`src/rtl/pfcs_pkg.sv`:
```
// Shared types, command constants and helpers for the flash command sequencer.
// No dependencies; every other file in rtl/ but pfcs_checker refers to this package by scoped names.
package pfcs_pkg;

   // Bus address port width and the number of address bits the flash really decodes.
   localparam int ADDR_W    = 17;
   localparam int ADDR_BITS = 17;
   localparam logic [ADDR_W-1:0] ADDR_MASK =
      (ADDR_BITS >= ADDR_W) ? {ADDR_W{1'b1}} : ADDR_W'((64'd1 << ADDR_BITS) - 64'd1);

   localparam int WAIT_W  = 18;
   localparam int STEP_W  = 3;
   localparam int CSR_IDX_W = 2;

   // Command queue between front and back.
   localparam int QDEPTH    = 2;
   localparam int QPTR_W    = $clog2(QDEPTH);
   localparam int QCNT_W    = $clog2(QDEPTH + 1);

   // Request modes.
   localparam logic [2:0] MODE_ID      = 3'd0;
   localparam logic [2:0] MODE_ERASE   = 3'd1;
   localparam logic [2:0] MODE_PROG    = 3'd2;
   localparam logic [2:0] MODE_PAIR    = 3'd3;
   localparam logic [2:0] MODE_READ    = 3'd4;
   localparam logic [2:0] MODE_CAPTURE = 3'd5;

   // Result kinds.
   localparam logic [1:0] KIND_WRITE = 2'd0;
   localparam logic [1:0] KIND_READ  = 2'd1;
   localparam logic [1:0] KIND_DATA  = 2'd2;

   // Wait selectors.
   localparam logic [1:0] WAIT_NONE  = 2'd0;
   localparam logic [1:0] WAIT_ID    = 2'd1;
   localparam logic [1:0] WAIT_PROG  = 2'd2;
   localparam logic [1:0] WAIT_ERASE = 2'd3;

   // CSR indexes.
   localparam logic [CSR_IDX_W-1:0] CSR_WRITE_PULSE  = 2'd0;
   localparam logic [CSR_IDX_W-1:0] CSR_ID_SETTLE    = 2'd1;
   localparam logic [CSR_IDX_W-1:0] CSR_PROG_SETTLE  = 2'd2;
   localparam logic [CSR_IDX_W-1:0] CSR_ERASE_SETTLE = 2'd3;

   // JEDEC unlock addresses and command bytes.
   localparam logic [ADDR_W-1:0] UNLOCK_A     = 17'h05555;
   localparam logic [ADDR_W-1:0] UNLOCK_B     = 17'h02AAA;
   localparam logic [ADDR_W-1:0] ID_EXIT_ADDR = 17'h01234;
   localparam logic [7:0] CMD_UNLOCK1 = 8'hAA;
   localparam logic [7:0] CMD_UNLOCK2 = 8'h55;
   localparam logic [7:0] CMD_PROGRAM = 8'hA0;
   localparam logic [7:0] CMD_ER_SETUP = 8'h80;
   localparam logic [7:0] CMD_CHIP_ER = 8'h10;
   localparam logic [7:0] CMD_ID_ENTR = 8'h90;
   localparam logic [7:0] CMD_ID_EXIT = 8'hF0;

   localparam int ERASE_US_PER_MS = 1000;

   typedef struct packed {
      logic [7:0] write_pulse_us;
      logic [7:0] id_settle_us;
      logic [7:0] program_settle_us;
      logic [7:0] erase_settle_ms;
   } cfg_type;

   // One classified request waiting for the back end; data bytes already in pin order.
   typedef struct packed {
      logic [2:0]        op;
      logic              chip;
      logic [ADDR_W-1:0] addr;
      logic [7:0]        d0_rev;
      logic [7:0]        d1_rev;
      logic [7:0]        pins_rev;
      logic [STEP_W-1:0] last_step;
   } desc_type;

   function automatic logic [7:0] flip8(input logic [7:0] v);
      logic [7:0] r;
      for (int i = 0; i < 8; i++) begin
         r[7-i] = v[i];
      end
      return r;
   endfunction

endpackage

```
`src/rtl/pfcs_front.sv`:
```
// Front end: decodes a request beat into a command descriptor.
// Depends on pfcs_pkg. Unused mode codes produce no descriptor.
module pfcs_front (
   input  logic [2:0]                 mode,
   input  logic                       chip_sel,
   input  logic [pfcs_pkg::ADDR_W-1:0] address,
   input  logic [7:0]                 data_first,
   input  logic [7:0]                 data_second,
   input  logic [7:0]                 pin_byte,
   output logic                       desc_valid,
   output pfcs_pkg::desc_type         desc
);

   always_comb begin
      desc_valid     = 1'b1;
      desc.op        = mode;
      desc.chip      = chip_sel;
      desc.addr      = address;
      desc.d0_rev    = pfcs_pkg::flip8(data_first);
      desc.d1_rev    = pfcs_pkg::flip8(data_second);
      desc.pins_rev  = pfcs_pkg::flip8(pin_byte);
      desc.last_step = '0;
      unique case (mode)
         pfcs_pkg::MODE_ID:      desc.last_step = 3'd5;
         pfcs_pkg::MODE_ERASE:   desc.last_step = 3'd5;
         pfcs_pkg::MODE_PROG:    desc.last_step = 3'd3;
         pfcs_pkg::MODE_PAIR:    desc.last_step = 3'd7;
         pfcs_pkg::MODE_READ:    desc.last_step = 3'd0;
         pfcs_pkg::MODE_CAPTURE: desc.last_step = 3'd0;
         default:                desc_valid     = 1'b0;
      endcase
   end

endmodule

```
`src/rtl/pfcs_queue.sv`:
```
// Two-entry descriptor queue between the request decoder and the cycle generator.
// Depends on pfcs_pkg.
module pfcs_queue (
   input  logic               clock,
   input  logic               reset,
   input  logic               push,
   input  pfcs_pkg::desc_type push_desc,
   output logic               full,
   input  logic               pop,
   output logic               head_valid,
   output pfcs_pkg::desc_type head
);

   pfcs_pkg::desc_type                  entry_ff [pfcs_pkg::QDEPTH];
   logic [pfcs_pkg::QPTR_W-1:0] wr_ptr_ff, wr_ptr_in;
   logic [pfcs_pkg::QPTR_W-1:0] rd_ptr_ff, rd_ptr_in;
   logic [pfcs_pkg::QCNT_W-1:0] count_ff, count_in;
   logic                        do_push, do_pop;

   assign full       = (count_ff == pfcs_pkg::QCNT_W'(pfcs_pkg::QDEPTH));
   assign head_valid = (count_ff != '0);
   assign head       = entry_ff[rd_ptr_ff];
   assign do_push    = push && !full;
   assign do_pop     = pop && head_valid;

   always_comb begin
      wr_ptr_in = wr_ptr_ff;
      rd_ptr_in = rd_ptr_ff;
      count_in  = count_ff;
      if (do_push) begin
         wr_ptr_in = (wr_ptr_ff == pfcs_pkg::QPTR_W'(pfcs_pkg::QDEPTH - 1)) ? '0
                     : wr_ptr_ff + 1'b1;
      end
      if (do_pop) begin
         rd_ptr_in = (rd_ptr_ff == pfcs_pkg::QPTR_W'(pfcs_pkg::QDEPTH - 1)) ? '0
                     : rd_ptr_ff + 1'b1;
      end
      if (do_push && !do_pop) begin
         count_in = count_ff + 1'b1;
      end else if (do_pop && !do_push) begin
         count_in = count_ff - 1'b1;
      end
   end

   always_ff @(posedge clock) begin
      if (reset) begin
         wr_ptr_ff <= '0;
         rd_ptr_ff <= '0;
         count_ff  <= '0;
      end else begin
         wr_ptr_ff <= wr_ptr_in;
         rd_ptr_ff <= rd_ptr_in;
         count_ff  <= count_in;
      end
   end

   always_ff @(posedge clock) begin
      if (do_push) begin
         entry_ff[wr_ptr_ff] <= push_desc;
      end
   end

endmodule

```
`src/rtl/pfcs_back.sv`:
```
// Back end: walks the queue head step by step and registers one bus cycle per beat.
// Depends on pfcs_pkg; reads the CSR values live (the user is to change them only while idle; not enforced here).
module pfcs_back (
   input  logic                        clock,
   input  logic                        reset,
   input  pfcs_pkg::cfg_type           cfg,
   input  logic                        head_valid,
   input  pfcs_pkg::desc_type          head,
   output logic                        pop,
   output logic                        rsp_tvalid,
   input  logic                        rsp_tready,
   output logic [63:0]                 rsp_tdata,
   output logic [1:0]                  rsp_tuser,
   output logic                        rsp_tlast
);

   logic [pfcs_pkg::STEP_W-1:0] step_ff, step_in;
   logic                        rsp_valid_ff, rsp_valid_in;
   logic [63:0]                 rsp_data_ff;
   logic [1:0]                  rsp_user_ff;
   logic                        rsp_last_ff;

   logic                        emit;
   logic                        is_last;
   logic [1:0]                  kind;
   logic                        chip;
   logic [pfcs_pkg::ADDR_W-1:0] addr;
   logic [7:0]                  data_rev;
   logic [7:0]                  read_val;
   logic [1:0]                  wait_sel;
   logic [pfcs_pkg::WAIT_W-1:0] wait_us;
   logic [7:0]                  pulse;

   assign emit    = head_valid && (!rsp_valid_ff || rsp_tready);
   assign is_last = (step_ff == head.last_step);
   assign pop     = emit && is_last;

   // Per-step cycle table.
   always_comb begin
      kind     = pfcs_pkg::KIND_WRITE;
      chip     = head.chip;
      addr     = '0;
      data_rev = '0;
      read_val = '0;
      wait_sel = pfcs_pkg::WAIT_NONE;
      unique case (head.op)
         pfcs_pkg::MODE_ID: begin
            case (step_ff)
               3'd0: begin
                  addr = pfcs_pkg::UNLOCK_A; data_rev = pfcs_pkg::flip8(pfcs_pkg::CMD_UNLOCK1);
               end
               3'd1: begin
                  addr = pfcs_pkg::UNLOCK_B; data_rev = pfcs_pkg::flip8(pfcs_pkg::CMD_UNLOCK2);
               end
               3'd2: begin
                  addr     = pfcs_pkg::UNLOCK_A;
                  data_rev = pfcs_pkg::flip8(pfcs_pkg::CMD_ID_ENTR);
                  wait_sel = pfcs_pkg::WAIT_ID;
               end
               3'd3: begin
                  kind = pfcs_pkg::KIND_READ; addr = '0;
               end
               3'd4: begin
                  kind = pfcs_pkg::KIND_READ; addr = pfcs_pkg::ADDR_W'(1);
               end
               default: begin
                  addr     = pfcs_pkg::ID_EXIT_ADDR;
                  data_rev = pfcs_pkg::flip8(pfcs_pkg::CMD_ID_EXIT);
                  wait_sel = pfcs_pkg::WAIT_ID;
               end
            endcase
         end
         pfcs_pkg::MODE_ERASE: begin
            case (step_ff)
               3'd0, 3'd3: begin
                  addr = pfcs_pkg::UNLOCK_A; data_rev = pfcs_pkg::flip8(pfcs_pkg::CMD_UNLOCK1);
               end
               3'd1, 3'd4: begin
                  addr = pfcs_pkg::UNLOCK_B; data_rev = pfcs_pkg::flip8(pfcs_pkg::CMD_UNLOCK2);
               end
               3'd2: begin
                  addr = pfcs_pkg::UNLOCK_A; data_rev = pfcs_pkg::flip8(pfcs_pkg::CMD_ER_SETUP);
               end
               default: begin
                  addr     = pfcs_pkg::UNLOCK_A;
                  data_rev = pfcs_pkg::flip8(pfcs_pkg::CMD_CHIP_ER);
                  wait_sel = pfcs_pkg::WAIT_ERASE;
               end
            endcase
         end
         pfcs_pkg::MODE_PROG: begin
            case (step_ff)
               3'd0: begin
                  addr = pfcs_pkg::UNLOCK_A; data_rev = pfcs_pkg::flip8(pfcs_pkg::CMD_UNLOCK1);
               end
               3'd1: begin
                  addr = pfcs_pkg::UNLOCK_B; data_rev = pfcs_pkg::flip8(pfcs_pkg::CMD_UNLOCK2);
               end
               3'd2: begin
                  addr = pfcs_pkg::UNLOCK_A; data_rev = pfcs_pkg::flip8(pfcs_pkg::CMD_PROGRAM);
               end
               default: begin
                  addr = head.addr; data_rev = head.d0_rev; wait_sel = pfcs_pkg::WAIT_PROG;
               end
            endcase
         end
         pfcs_pkg::MODE_PAIR: begin
            // chips alternate on every beat: step bit 0 picks the chip
            chip = step_ff[0];
            case (step_ff[2:1])
               2'd0: begin
                  addr = pfcs_pkg::UNLOCK_A; data_rev = pfcs_pkg::flip8(pfcs_pkg::CMD_UNLOCK1);
               end
               2'd1: begin
                  addr = pfcs_pkg::UNLOCK_B; data_rev = pfcs_pkg::flip8(pfcs_pkg::CMD_UNLOCK2);
               end
               2'd2: begin
                  addr = pfcs_pkg::UNLOCK_A; data_rev = pfcs_pkg::flip8(pfcs_pkg::CMD_PROGRAM);
               end
               default: begin
                  addr     = head.addr;
                  data_rev = step_ff[0] ? head.d1_rev : head.d0_rev;
                  wait_sel = step_ff[0] ? pfcs_pkg::WAIT_PROG : pfcs_pkg::WAIT_NONE;
               end
            endcase
         end
         pfcs_pkg::MODE_READ: begin
            kind = pfcs_pkg::KIND_READ;
            addr = head.addr;
         end
         pfcs_pkg::MODE_CAPTURE: begin
            kind     = pfcs_pkg::KIND_DATA;
            read_val = head.pins_rev;
         end
         default: begin
            kind = pfcs_pkg::KIND_WRITE;
         end
      endcase
   end

   always_comb begin
      unique case (wait_sel)
         pfcs_pkg::WAIT_NONE:  wait_us = '0;
         pfcs_pkg::WAIT_ID:    wait_us = pfcs_pkg::WAIT_W'(cfg.id_settle_us);
         pfcs_pkg::WAIT_PROG:  wait_us = pfcs_pkg::WAIT_W'(cfg.program_settle_us);
         pfcs_pkg::WAIT_ERASE: wait_us = pfcs_pkg::WAIT_W'(
            pfcs_pkg::WAIT_W'(cfg.erase_settle_ms) *
            pfcs_pkg::WAIT_W'(pfcs_pkg::ERASE_US_PER_MS));
         default:              wait_us = '0;
      endcase
   end

   assign pulse = (kind == pfcs_pkg::KIND_WRITE) ? cfg.write_pulse_us : 8'd0;

   always_comb begin
      step_in      = step_ff;
      rsp_valid_in = rsp_valid_ff;
      if (rsp_valid_ff && rsp_tready) begin
         rsp_valid_in = 1'b0;
      end
      if (emit) begin
         rsp_valid_in = 1'b1;
         step_in      = is_last ? '0 : step_ff + 1'b1;
      end
   end

   always_ff @(posedge clock) begin
      if (reset) begin
         step_ff      <= '0;
         rsp_valid_ff <= 1'b0;
      end else begin
         step_ff      <= step_in;
         rsp_valid_ff <= rsp_valid_in;
      end
   end

   always_ff @(posedge clock) begin
      if (emit) begin
         rsp_data_ff <= {4'd0, wait_us, pulse, read_val, data_rev,
                         addr & pfcs_pkg::ADDR_MASK, chip};
         rsp_user_ff <= kind;
         rsp_last_ff <= is_last;
      end
   end

   assign rsp_tvalid = rsp_valid_ff;
   assign rsp_tdata  = rsp_data_ff;
   assign rsp_tuser  = rsp_user_ff;
   assign rsp_tlast  = rsp_last_ff;

endmodule

```
`src/rtl/parallel_flash_command_sequencer.sv`:
```
// Top level of the flash command sequencer: CSR file, request decoder, queue, cycle generator.
// Depends on pfcs_pkg, pfcs_front, pfcs_queue and pfcs_back.
//
// Each request beat expands into its bus cycles, one result beat per clock while
// rsp_tready is high: id read 6 beats, erase 6, program byte 4, program pair 8, read 1,
// capture 1; mode codes 6 and 7 are taken and dropped. The rate is set by the cycle
// generator, which steps through one queued command at one beat a clock while rsp_tready
// is high and moves to the next command on the clock after the last beat. A two-entry
// command queue sits between the request decoder and the generator, so requests are taken
// while earlier ones are still being played out; with the generator idle, a taken request
// is first written into the queue and its first result beat is then registered at the output.
// CSRs are to be written only while idle.
module parallel_flash_command_sequencer (
   input  logic                             clock,
   input  logic                             reset,
   // request channel
   input  logic                             req_tvalid,
   output logic                             req_tready,
   input  logic [47:0]                      req_tdata, // chip_sel, address[16:0], data_first,
                                                       // data_second, pin_byte, 6'b0 pad
   input  logic [2:0]                       req_tuser, // mode
   // result channel
   output logic                             rsp_tvalid,
   input  logic                             rsp_tready,
   output logic [63:0]                      rsp_tdata, // chip_index, bus_address[16:0],
                                                       // pin_data, read_value, pulse_us,
                                                       // wait_after_us[17:0], 4'b0 pad
   output logic [1:0]                       rsp_tuser, // cycle_kind
   output logic                             rsp_tlast, // last
   // csr write port
   input  logic                             csr_we,
   input  logic [pfcs_pkg::CSR_IDX_W-1:0]   csr_index,
   input  logic [7:0]                       csr_wdata
);

   pfcs_pkg::cfg_type  cfg_ff, cfg_in;
   pfcs_pkg::desc_type front_desc, head;
   logic               front_valid;
   logic               q_full, head_valid, pop;

   always_comb begin
      cfg_in = cfg_ff;
      if (csr_we) begin
         unique case (csr_index)
            pfcs_pkg::CSR_WRITE_PULSE:  cfg_in.write_pulse_us    = csr_wdata;
            pfcs_pkg::CSR_ID_SETTLE:    cfg_in.id_settle_us      = csr_wdata;
            pfcs_pkg::CSR_PROG_SETTLE:  cfg_in.program_settle_us = csr_wdata;
            pfcs_pkg::CSR_ERASE_SETTLE: cfg_in.erase_settle_ms   = csr_wdata;
            default:                    cfg_in = cfg_ff;
         endcase
      end
   end

   always_ff @(posedge clock) begin
      if (reset) begin
         cfg_ff.write_pulse_us    <= 8'd20;
         cfg_ff.id_settle_us      <= 8'd20;
         cfg_ff.program_settle_us <= 8'd22;
         cfg_ff.erase_settle_ms   <= 8'd150;
      end else begin
         cfg_ff <= cfg_in;
      end
   end

   assign req_tready = !q_full;

   pfcs_front u_front (
      .mode        (req_tuser),
      .chip_sel    (req_tdata[0]),
      .address     (req_tdata[17:1]),
      .data_first  (req_tdata[25:18]),
      .data_second (req_tdata[33:26]),
      .pin_byte    (req_tdata[41:34]),
      .desc_valid  (front_valid),
      .desc        (front_desc)
   );

   pfcs_queue u_queue (
      .clock      (clock),
      .reset      (reset),
      .push       (req_tvalid && front_valid),
      .push_desc  (front_desc),
      .full       (q_full),
      .pop        (pop),
      .head_valid (head_valid),
      .head       (head)
   );

   pfcs_back u_back (
      .clock      (clock),
      .reset      (reset),
      .cfg        (cfg_ff),
      .head_valid (head_valid),
      .head       (head),
      .pop        (pop),
      .rsp_tvalid (rsp_tvalid),
      .rsp_tready (rsp_tready),
      .rsp_tdata  (rsp_tdata),
      .rsp_tuser  (rsp_tuser),
      .rsp_tlast  (rsp_tlast)
   );

endmodule

```
`config.mk`:
```
export PLATFORM = sky130hd
export DESIGN_NAME = parallel_flash_command_sequencer
export DESIGN_NICKNAME = d
export VERILOG_FILES = /design/src/rtl/pfcs_pkg.sv /design/src/rtl/pfcs_front.sv /design/src/rtl/pfcs_queue.sv /design/src/rtl/pfcs_back.sv /design/src/rtl/parallel_flash_command_sequencer.sv
export SDC_FILE = /design/constraint.sdc
export NUM_CORES = 1
export LEC_CHECK = 0
export ABC_AREA = 0
export BUFFER_PORTS_ARGS = -buffer_cell sky130_fd_sc_hd__buf_2
export CAP_MARGIN = 5
export CORE_UTILIZATION = 30
export DETAILED_ROUTE_END_ITERATION = 10
export PLACE_DENSITY = 0.48
export RECOVER_POWER = 25
export REMOVE_ABC_BUFFERS = 1
export SLEW_MARGIN = 10
export SYNTH_ARGS = -nofsm -noshare
export SYNTH_HDL_FRONTEND = slang
export SYNTH_HIERARCHICAL = 1
export SYNTH_SLANG_ARGS = --single-unit
```
`constraint.sdc`:
```
create_clock -name clock -period 9.7 [get_ports clock]
set_input_delay 0.97 -clock clock [delete_from_list [all_inputs] [get_ports clock]]
set_output_delay 0.97 -clock clock [all_outputs]
set_load 0.1 [all_outputs]
```
==> metrics.txt <==
status complete, but fails checks; failing checks max-capacitance violations, max-slew violations; count leader, synth edfxtp_1; final worst path period need 4.09 ns; post-synthesis cell area 0.0101 sq mm; IO Pins 135; Sequential Power Share 39.1%; row count 66; Clock Latency Late Sink 0.44 ns; hold buffers post-CTS 0; die area 0.0343 sq mm; largest net degree at the start of global routing 50; cells after synthesis 789; register bit total from synthesis 200; Final Cycle Share 42.1%; slowest CP cell fa_1; die width 185 um; layout cells sized above 1 22.9%; clk sinks 200; Net Switching 0.00120 W; Yosys top cell by area edfxtp_1; IR drop worst, VDD 122 uV; clock skew 0.0108 ns; Total GRT Usage 13.2%; critical path arrival 4.26 ns; synth warn 6; CP Class reg2reg; Final HPWL DP 14.9 mm; drt pass-1 iters 5; DR DRC count 0; post-CTS resize count 0; cell mode on critical path fa_1; Comb pwr share 36.8%; setup_tns 0 ns; syn avg cell area 12.7 sq um; P per Cell Area 251 mW/mm^2; crit-path cells inv_1 -> fa_1 -> inv_1 -> fa_1 -> fa_1 -> ha_1 -> ha_1 -> and4_1 -> and3_1 -> a31oi_1 -> nand3_1 -> nor3b_1; wire per inst 16.6 um; area grow syn2layout 11.9%; core area 0.0328 sq mm; CP startpoint cfg_ff[5]; Final ANT Viol Nets 0; RSZ-0062 raised after global routing no; fmax 245 MHz; Post-synth top cells 159 x edfxtp_1, 52 x inv_1, 51 x buf_4; internal power 0.00163 W; Max Cap Viol 1; Worst Path Required 9.87 ns; grt total ovfl 0; final instance area 0.0113 sq mm; Post-synth EDFFs 159; clock slew at reported path FFs 0.08 ns; RR Startpoint cfg_ff[5]; measured slew at the worst slew-check pin 1.98 ns; ys flop type edfxtp_1; share of the synthesized area in the top cell type 47.5%; vias in the first global route 5948; routed vias/inst 4.53; HP Start cfg_ff[30]; CP max stage delay 0.54 ns; routability cong. 0.793; Slew Viols, Final 50; port buffer count 124; Synth cell types 62; sequential element share of the synthesized area 55.6%; Crit. End Element flip-flop; Max H-tree Level 4; initial antenna violation count 0; Worst Setup Start Kind flip-flop; Starting Density 30.7%; # diodes 0; FILL cells 3269; Chip Height 185 um; CTS root buf clkbuf_16; final setup vio count 0; switching share of power 42.4%; Longest Clk Path Bufs 2; Clk pwr share 24.1%; Worst Hold Class reg2reg; CTS tree yes; Slew HR -31.8%; FFs w/ async S/R, synth 0%; placed cell areas 0.0107 sq mm; leak pwr 4.49 nW; CTS Buf Count 17; Crit Path Max Fanout 6; initial DRC count 309; postcts setup bufs 0; global-route wire length before repair 33.8 mm; leading post-synthesis cells by cell area edfxtp_1 47%, dfxtp_1 8.2%, mux2_2 5.6%; final WL 21.8 mm; Hold Vio Cnt, Final 0; Final nets 991; Via Count 5951
[power by group through the flow]
stage	registers (W)	clock network [W]	logic (W)
after global placement	0.00112	0	0.00105
after floorplan	0.00159	0	0.000375
after global routing	0.00112	0.000737	0.00112
final	0.00110	0.000680	0.00104
after detailed placement	0.00112	0	0.00105
after CTS	0.00111	0.000709	0.00105
[through the flow]
step	setup slack (ns)	util [%]	power (W)	hold slack, ns	std cells
2_1_floorplan	5.84	-	0.00196	0.447	713
4_1_cts	5.56	34.4	0.00287	0.478	1314
5_1_grt	5.36	34.3	0.00297	0.489	1314
3_5_place_dp	5.56	32.7	0.00217	0.466	1283
6_report	5.61	34.3	0.00282	0.474	1314
3_3_place_gp	5.56	32.7	0.00217	0.458	1283
[area by class of cell]
class / instances / area (sq um) / area share, %
timing repair buffer: 128 / 624 / 5.55
inverter: 52 / 195 / 1.73
clock buffer: 18 / 429 / 3.81
tap: 442 / 553 / 4.91
sequential: 200 / 5600 / 49.7
multi-input combinational: 461 / 3740 / 33.2
clock inverter: 13 / 116 / 1.03
[sequential cells by signal (all words and copies together), names as in the netlist, named ones only]
register,cells
u_queue/entry_ff,96
u_back/rsp_tdata,60
cfg_ff,32
u_back/step_ff,3
u_back/rsp_tuser,2
u_queue/count_ff,2
u_back/rsp_tlast,1
u_back/rsp_tvalid,1
u_queue/rd_ptr_ff,1
u_queue/wr_ptr_ff,1
[worst max-delay path, delay by kind of cell (launching register included)]
| kind | cells | cell delay [ns] |
|---|---|---|
| adder cells (fa/ha/maj) | 5 | 2.18 |
| AND/OR/NAND/NOR | 4 | 0.66 |
| AO/OA/AOI/OAI | 1 | 0.21 |
| buffers and inverters | 2 | 0.23 |
| flip-flops | 1 | 0.53 |
[cell families after synthesis]
group / after synthesis / share of synthesized area, %
AOI/OAI and AO/OA: 118 / 7.80
xor gates and xnor gates: 13 / 1.13
adders and majority gates: 65 / 9.66
buffers and inverters: 131 / 7.29
DFF: 200 / 55.6
muxes: 84 / 8.98
other: 1 / 0.0373
and+or+nand+nor: 177 / 9.46
[cell usage in the layout, fill, tap and decap left out, types with 3 or more instances in the layout]
cell	count
or3_1	4
nand2_1	20
clkbuf_16	17
buf_4	4
o21ai_1	4
and2_1	5
a211oi_1	5
inv_1	50
fa_1	21
nand2b_1	32
nor3_1	10
mux2_2	50
o21ai_0	26
xor2_1	11
clkbuf_1	22
clkinvlp_4	4
and3_1	9
nor2b_1	15
mux2i_1	34
o31ai_1	3
a221o_1	4
conb_1	4
a22o_1	3
a31oi_1	7
or2_2	4
a222oi_1	4
o211ai_1	4
a21o_1	10
ha_1	44
nor2_1	48
nand3_1	12
o21a_1	9
edfxtp_1	159
buf_2	103
inv_8	3
dfxtp_1	40
a21oi_1	25
[layer usage]
layer / GRT usage (%) / wire length, um / vias up
li1: - / - / 2926
met2: 20.7 / 10100 / 130
met1: 18.2 / 10500 / 2877
met4: 4.03 / 325 / 0
met3: 2.71 / 878 / 18
met5: 0 / 0 / -
[worst paths after layout]
| kind | end | slack [ns] | depth (start not counted) |
|---|---|---|---|
| setup / recovery | u_back/rsp_tdata[59] | 5.61 | 12 |
| hold / removal | cfg_ff[30] | 0.47 | 2 |
| setup reg to reg | u_back/rsp_tdata[59] | 5.61 | 12 |
| hold reg to reg | cfg_ff[30] | 0.47 | 2 |
No activity file was read; power rests on OpenSTA's default activity.
